===== config.mk =====
export PLATFORM = sky130hd
export DESIGN_NAME = inverted_page_table
export DESIGN_NICKNAME = d
export VERILOG_FILES = /design/src/ipt_pkg.sv /design/src/inverted_page_table.sv
export SDC_FILE = /design/constraint.sdc
export NUM_CORES = 1
export LEC_CHECK = 0
export BUFFER_PORTS_ARGS = -buffer_cell sky130_fd_sc_hd__buf_4
export CORE_UTILIZATION = 50
export CTS_CLUSTER_DIAMETER = 100
export DETAILED_ROUTE_END_ITERATION = 10
export GPL_ROUTABILITY_DRIVEN = 0
export PLACE_DENSITY = 0.68
export SYNTH_ARGS = -nofsm -noshare
export SYNTH_HDL_FRONTEND = slang
export SYNTH_SLANG_ARGS = --single-unit

===== constraint.sdc =====
create_clock -name clk -period 4.3 [get_ports clk]
set_input_delay 0.43 -clock clk [delete_from_list [all_inputs] [get_ports clk]]
set_output_delay 0.43 -clock clk [all_outputs]
set_load 0.02 [all_outputs]

===== src/ipt_pkg.sv =====
// Shared types and codes for the inverted page table.
// Depends on nothing; used by inverted_page_table and the testbench.
package ipt_pkg;

	localparam int PID_W  = 8;
	localparam int PAGE_W = 20;
	localparam int WB_W   = 5;

	// Action codes carried by a request.
	localparam logic ACT_ACCESS = 1'b0;
	localparam logic ACT_FLUSH  = 1'b1;

	// Largest write-back count that the result field can report.
	localparam logic [WB_W-1:0] WB_MAX = '1;

	// Contents of one slot of the table, kept in the slot memory.
	typedef struct packed {
		logic [PID_W-1:0]  process;
		logic [PAGE_W-1:0] page;
		logic              dirty;
	} entry_t;

endpackage


===== src/inverted_page_table.sv =====
// Inverted page table: slot memory, valid bits and the scanning sequencer.
// Depends on ipt_pkg for the slot entry type, the action codes and widths.
//
//  channel | handshake            | payload
//  --------+----------------------+---------------------------------------
//  request | req_valid, req_stall | action, process_id, page, is_write
//  result  | rsp_valid, rsp_stall | fault, dropped, writebacks
//
// Every request walks the whole slot memory once, one slot a cycle through
// its single registered read port; a hit on an access ends the walk at once.
// arst_n empties the table by clearing the valid bits only; slot contents
// are not cleared, as a slot that is not valid is never looked at.
// req_stall is high while a request is being worked on; a finished result
// waits in the output register, and the next request is taken meanwhile.
module inverted_page_table #(
	parameter int HALF_SLOTS = 8
) (
	input  logic                       clk,
	input  logic                       arst_n,
	input  logic                       req_valid,
	output logic                       req_stall,
	input  logic                       action,
	input  logic [ipt_pkg::PID_W-1:0]  process_id,
	input  logic [ipt_pkg::PAGE_W-1:0] page,
	input  logic                       is_write,
	output logic                       rsp_valid,
	input  logic                       rsp_stall,
	output logic                       fault,
	output logic                       dropped,
	output logic [ipt_pkg::WB_W-1:0]   writebacks
);

	localparam int SLOTS = 2 * HALF_SLOTS;
	localparam int IDX_W = $clog2(SLOTS);
	localparam logic [IDX_W-1:0] LAST_IDX = IDX_W'(SLOTS - 1);

	typedef enum logic [1:0] {
		ST_IDLE,
		ST_SCAN,
		ST_FINISH
	} state_t;

	state_t state_q;

	// The request being worked on.
	logic                       req_action_q;
	logic [ipt_pkg::PID_W-1:0]  req_process_q;
	logic [ipt_pkg::PAGE_W-1:0] req_page_q;
	logic                       req_write_q;

	// Read side of the walk: idx_q is the slot being read, and the _s1
	// registers describe the slot whose data is on the memory output.
	logic [IDX_W-1:0] idx_q;
	logic             issue_done_q;
	logic             cmp_vld_s1;
	logic [IDX_W-1:0] cmp_idx_s1;
	ipt_pkg::entry_t  rdata_s1;

	// Findings gathered as the walk goes on.
	logic             free_found_q;
	logic [IDX_W-1:0] free_q;
	logic [ipt_pkg::WB_W-1:0] wb_q;

	logic                     res_fault_q;
	logic                     res_dropped_q;
	logic [ipt_pkg::WB_W-1:0] res_wb_q;

	logic                     rsp_valid_q;
	logic                     fault_q;
	logic                     dropped_q;
	logic [ipt_pkg::WB_W-1:0] writebacks_q;

	logic [SLOTS-1:0] valid_q;
	ipt_pkg::entry_t  mem_q [SLOTS];

	// Compare of the slot on the memory output against the request.
	logic                     ent_valid;
	logic                     proc_match;
	logic                     page_match;
	logic                     last_cmp;
	logic                     free_now;
	logic [IDX_W-1:0]         free_idx;
	logic [ipt_pkg::WB_W-1:0] wb_next;
	logic                     is_flush;

	logic             mem_we;
	logic [IDX_W-1:0] mem_waddr;
	ipt_pkg::entry_t  mem_wdata;

	always_comb begin
		ent_valid  = valid_q[cmp_idx_s1];
		proc_match = ent_valid && (rdata_s1.process == req_process_q);
		page_match = proc_match && (rdata_s1.page == req_page_q);
		last_cmp   = (cmp_idx_s1 == LAST_IDX);
		is_flush   = (req_action_q == ipt_pkg::ACT_FLUSH);
		// The slot now being compared still counts when it is the first free one.
		free_now   = free_found_q || !ent_valid;
		free_idx   = free_found_q ? free_q : cmp_idx_s1;
		wb_next    = wb_q;
		if (proc_match && rdata_s1.dirty && (wb_q != ipt_pkg::WB_MAX)) begin
			wb_next = wb_q + ipt_pkg::WB_W'(1);
		end
	end

	// A hit on a write marks the slot dirty; a miss fills the first free slot.
	always_comb begin
		mem_we          = 1'b0;
		mem_waddr       = cmp_idx_s1;
		mem_wdata.process = req_process_q;
		mem_wdata.page    = req_page_q;
		mem_wdata.dirty   = req_write_q;
		if (state_q == ST_SCAN && cmp_vld_s1 && !is_flush) begin
			if (page_match) begin
				mem_we = req_write_q;
			end else if (last_cmp && free_now) begin
				mem_we    = 1'b1;
				mem_waddr = free_idx;
			end
		end
	end

	always_ff @(posedge clk) begin
		if (mem_we) begin
			mem_q[mem_waddr] <= mem_wdata;
		end
		rdata_s1 <= mem_q[idx_q];
	end

	always_ff @(posedge clk or negedge arst_n) begin
		if (!arst_n) begin
			state_q       <= ST_IDLE;
			valid_q       <= '0;
			idx_q         <= '0;
			issue_done_q  <= 1'b0;
			cmp_vld_s1    <= 1'b0;
			cmp_idx_s1    <= '0;
			free_found_q  <= 1'b0;
			free_q        <= '0;
			wb_q          <= '0;
			req_action_q  <= ipt_pkg::ACT_ACCESS;
			req_process_q <= '0;
			req_page_q    <= '0;
			req_write_q   <= 1'b0;
			res_fault_q   <= 1'b0;
			res_dropped_q <= 1'b0;
			res_wb_q      <= '0;
			rsp_valid_q   <= 1'b0;
			fault_q       <= 1'b0;
			dropped_q     <= 1'b0;
			writebacks_q  <= '0;
		end else begin
			// A new result is loaded when the register is empty or being emptied.
			if (state_q == ST_FINISH && (!rsp_valid_q || !rsp_stall)) begin
				rsp_valid_q <= 1'b1;
			end else if (rsp_valid_q && !rsp_stall) begin
				rsp_valid_q <= 1'b0;
			end
			unique case (state_q)
				ST_IDLE: begin
					cmp_vld_s1 <= 1'b0;
					if (req_valid) begin
						req_action_q  <= action;
						req_process_q <= process_id;
						req_page_q    <= page;
						req_write_q   <= is_write;
						idx_q         <= '0;
						issue_done_q  <= 1'b0;
						free_found_q  <= 1'b0;
						wb_q          <= '0;
						state_q       <= ST_SCAN;
					end
				end
				ST_SCAN: begin
					// The walk is rewound as soon as its last compare is made.
					if (cmp_vld_s1 && (last_cmp || (!is_flush && page_match))) begin
						cmp_vld_s1 <= 1'b0;
						idx_q      <= '0;
					end else if (!issue_done_q) begin
						cmp_vld_s1 <= 1'b1;
						cmp_idx_s1 <= idx_q;
						if (idx_q == LAST_IDX) begin
							issue_done_q <= 1'b1;
						end else begin
							idx_q <= idx_q + IDX_W'(1);
						end
					end else begin
						cmp_vld_s1 <= 1'b0;
					end
					if (cmp_vld_s1) begin
						if (is_flush) begin
							if (proc_match) begin
								valid_q[cmp_idx_s1] <= 1'b0;
							end
							wb_q <= wb_next;
							if (last_cmp) begin
								res_fault_q   <= 1'b0;
								res_dropped_q <= 1'b0;
								res_wb_q      <= wb_next;
								state_q       <= ST_FINISH;
							end
						end else if (page_match) begin
							res_fault_q   <= 1'b0;
							res_dropped_q <= 1'b0;
							res_wb_q      <= '0;
							state_q       <= ST_FINISH;
						end else begin
							if (!ent_valid && !free_found_q) begin
								free_found_q <= 1'b1;
								free_q       <= cmp_idx_s1;
							end
							if (last_cmp) begin
								if (free_now) begin
									valid_q[free_idx] <= 1'b1;
								end
								res_fault_q   <= 1'b1;
								res_dropped_q <= !free_now;
								res_wb_q      <= '0;
								state_q       <= ST_FINISH;
							end
						end
					end
				end
				ST_FINISH: begin
					cmp_vld_s1 <= 1'b0;
					if (!rsp_valid_q || !rsp_stall) begin
						fault_q      <= res_fault_q;
						dropped_q    <= res_dropped_q;
						writebacks_q <= res_wb_q;
						state_q      <= ST_IDLE;
					end
				end
				default: begin
					state_q <= ST_IDLE;
				end
			endcase
		end
	end

	assign req_stall  = (state_q != ST_IDLE);
	assign rsp_valid  = rsp_valid_q;
	assign fault      = fault_q;
	assign dropped    = dropped_q;
	assign writebacks = writebacks_q;

`ifndef SYNTHESIS
	// A result appears only when the sequencer hands one over.
	a_rsp_from_finish: assert property (@(posedge clk) disable iff (!arst_n)
		$rose(rsp_valid_q) |-> $past(state_q == ST_FINISH))
		else $error("result raised outside the finishing step");

	// A dropped insertion is always a fault.
	a_dropped_fault: assert property (@(posedge clk) disable iff (!arst_n)
		rsp_valid_q |-> (!dropped_q || fault_q))
		else $error("dropped result without a fault");

	// Write-backs are only ever reported by a flush, which never faults.
	a_wb_no_fault: assert property (@(posedge clk) disable iff (!arst_n)
		(rsp_valid_q && (writebacks_q != '0)) |-> !fault_q)
		else $error("write-backs reported with a fault");

	// The walk is rewound and empty whenever the block waits for a request.
	a_idle_rewound: assert property (@(posedge clk) disable iff (!arst_n)
		(state_q == ST_IDLE) |-> ((idx_q == '0) && !cmp_vld_s1))
		else $error("slot walk not rewound while idle");
`endif

endmodule


==> flow_metrics.env <==
export IMPL_cts_tree="built"
export IMPL_grt_max_degree=60
export IMPL_htree_levels=2
export IMPL_worstSetupStartpointType="flop"
export IMPL_totalWireLength_um=49700
export IMPL_ys_ff_latch=576
export IMPL_crit_path_max_incr_delay_ns=0.70
export IMPL_diodes=0
export IMPL_die_area_um2=46000
export IMPL_power_density_nw_per_um2=666
export IMPL_drv_slew=0
export IMPL_syn_area_um2=22600
export IMPL_fin_cells=2019
export IMPL_synth_ff_type="edfxtp_1"
export IMPL_rsz0062_at_grt="no"
export IMPL_max_slew_margin_rel_pct=29.4
export IMPL_ctsResizeCount=0
export IMPL_antenna_found_initial=0
export IMPL_postCtsSetupBuffers=0
export IMPL_postRouteAntennaNets=0
export IMPL_multi_input_area_um2=5820
export IMPL_grt_overflow=0
export IMPL_drtIter0Drc=1328
export IMPL_combPwrFrac_pct=24.3
export IMPL_ys_seq_area_share_pct=73.5
export IMPL_final_cell_mix="464 x edfxtp_1, 94 x mux2i_1, 87 x buf_4, 80 x dfrtp_1"
export IMPL_dr_pass1_iters=8
export IMPL_die_w_um=214
export IMPL_startpoint="cmp_idx_s1[0]"
export IMPL_die_h_um=214
export IMPL_ys_types=58
export IMPL_period_share_pct=91.5
export IMPL_rr_startpoint="cmp_idx_s1[0]"
export IMPL_cp_end_kind="flop"
export IMPL_grt_pass1_wl_um=75200
export IMPL_worstRegToRegCells=7
export IMPL_yosys_warnings=0
export IMPL_placed_area_um2=24000
export IMPL_critPathBufInv=1
export IMPL_p_leak_nw=9.01
export IMPL_async_flop_share_pct=14.4
export IMPL_p_sw_share_pct=30.5
export IMPL_skew_ns=0.0185
export IMPL_crit_end="mem_q[10][13]"
export IMPL_synth_largest_area_cell="edfxtp_1"
export IMPL_nets=1416
export IMPL_start_util_pct=50.8
export IMPL_worst_r2r_endpoint="mem_q[10][13]"
export IMPL_core_um2=44400
export IMPL_finalHoldViolations=0
export IMPL_hpwl_um=28600
export IMPL_power_share_clock_pct=29.8
export IMPL_critPathRequiredTime_ns=4.60
export IMPL_power_frac_seq_pct=46.0
export IMPL_finalSetupViolCount=0
export IMPL_path_clk_slew_ns=0.06
export IMPL_crit_type="reg2reg"
export IMPL_postSynthAreaPerCell_um2=17.5
export IMPL_cp_top_family="compound AO/OA/AOI/OAI gates"
export IMPL_grt_usage_pct=22.0
export IMPL_drc=0
export IMPL_cap_violations=0
export IMPL_synthTopCellsByArea="edfxtp_1 62%, dfrtp_1 9.2%, mux4_2 6.2%"
export IMPL_hp_class="in2reg"
export IMPL_rrSetupSlack_ns=0.37
export IMPL_ir_drop_v=0.000381
export IMPL_seqCellArea_um2=16600
export IMPL_syn_nets=1328
export IMPL_status="finished clean"
export IMPL_final_common_cell="edfxtp_1"
export IMPL_cp_arrival_ns=4.23
export IMPL_placedCellCount=1912
export IMPL_switchingPower_mw=5.27
export IMPL_floorplan_io_pins=43
export IMPL_fmax_ghz=0.254
export IMPL_clk_latency_ns=0.61
export IMPL_internal_power_mw=12.0
export IMPL_cts_max_path_buffers=3
export IMPL_clockRootBuffer="clkbuf_16"
export IMPL_cts_num_sinks=576
export IMPL_numCtsBuffers=56
export IMPL_cp_max_fo=22
export IMPL_hold_slack_ns=0.0559
export IMPL_fill_cells=3301
export IMPL_io_buffer_count=42
export IMPL_final_util_pct=58.4
export IMPL_fin_setup_tns_ns=0
export IMPL_synth_top_area_share_pct=61.7
export IMPL_worstPathCellList="mux4_2, a22oi_2, nand3_2, o22ai_1, a32oi_1, nor2_4, buf_12"
export IMPL_tightest_slew_ns=1.06
export IMPL_final_layout_size_suffix_gt1_share_pct=24.0
export IMPL_final_cell_area_um2=26000
export IMPL_syn_inst=1291
export IMPL_timing_critical_path_slowest_stage_cell="dfrtp_1"
export IMPL_synth_edf_count=464
export IMPL_row_count=77
export IMPL_grt_pass1_vias=12219
export IMPL_via_per_inst=5.97
export IMPL_dr_total_vias=12055
export IMPL_wl_per_cell_um=24.6
export IMPL_syn_to_final_growth_pct=15.0
export IMPL_crit_cells=7
export IMPL_fin_crit_ns=3.93
-- worst reg2reg max path: stages (launching register included) --
cell     delay (ns)
dfrtp_1        0.70
mux4_2         0.60
a22oi_2        0.20
nand3_2        0.24
o22ai_1        0.67
a32oi_1        0.44
nor2_4         0.51
buf_12         0.27
-- layout make-up --
class / count / share of cell area (%)
Sequential cell: 576 / 64.0
Clock buffer: 71 / 5.90
Multi-Input combinational cell: 642 / 22.4
Inverter: 8 / 0.116
Tap cell: 592 / 2.85
Timing Repair Buffer: 95 / 3.10
Clock inverter: 35 / 1.65
-- cells by family (layout without fill, tap and decap cells) --
kind of cell               Yosys count  in the layout  synth area share (%)
and+or+nand+nor                    175            175                  3.80
buffers and inverters               73            209                  1.28
muxes                              225            225                  13.9
xor gates and xnor gates            30             30                  1.16
adders and majority gates            3              3                 0.166
DFF                                576            576                  73.5
AOI/OAI and AO/OA                  209            209                  6.19
-- sequential cells by signal, indices dropped and copies added, names as in the netlist, 2 cells and up --
register,count
mem_q,464
rdata_s1,29
req_page_q,20
valid_q,16
req_process_q,8
res_wb_q,5
wb_q,5
writebacks,5
cmp_idx_s1,4
free_q,4
idx_q,4
state_q,2
-- layer usage --
metal	vias up	GRT usage [%]	part of all wire, %
met5	-	0	0
met1	6215	30.6	42
li1	5323	-	-
met2	430	35.1	48
met3	87	4.26	7.0
met4	0	7.14	2.7
-- worst min-delay path by stage --
stage | end | slack (ns) | cells past startpoint | start
2_1_floorplan | cmp_idx_s1[0] | 0.13 | 0 | arst_n
3_3_place_gp | res_wb_q[3] | 0.47 | 1 | res_wb_q[3]
3_5_place_dp | res_wb_q[2] | 0.47 | 1 | res_wb_q[2]
4_1_cts | req_page_q[18] | 0.03 | 2 | page[18]
5_1_grt | req_page_q[17] | 0.04 | 2 | page[17]
6_report | req_write_q | 0.06 | 2 | is_write
-- power by group through the flow --
stage	sequential, mW	combinational (mW)	clock, mW
6_report	7.95	4.20	5.15
5_1_grt	8.05	4.57	5.44
4_1_cts	7.95	4.22	5.23
3_5_place_dp	8.06	4.20	0
3_3_place_gp	8.02	4.13	0
2_1_floorplan	7.73	3.00	0
-- synth_stat cells (all sizes together) (9+ instances only) --
library cell  instances
mux2                 69
xnor2                 9
a21oi                34
edfxtp              464
buf                  18
a221oi               29
o21ai                69
dfrtp                83
clkbuf               47
a22o                 11
a22oi                30
mux2i                94
dfxtp                29
xor2                 21
nand2                69
nand3                21
mux4                 62
nor2                 25
-- per-stage QoR --
step / total power [mW] / worst slack (ns)
after floorplan: 10.7 / 0.680
after global placement: 12.2 / 0.520
after detailed placement: 12.3 / 0.414
after CTS: 17.4 / 0.390
after global routing: 18.1 / 0.136
final: 17.3 / 0.367
-- repair_timing --
| action | 4_1_cts | 5_1_grt |
|---|---|---|
| endpoints found under the setup margin | 0 | 0 |
| hold buffers | 1 | 0 |
| hold endpoints to repair | 50 | 0 |
No activity file was read; power rests on OpenSTA's default activity.
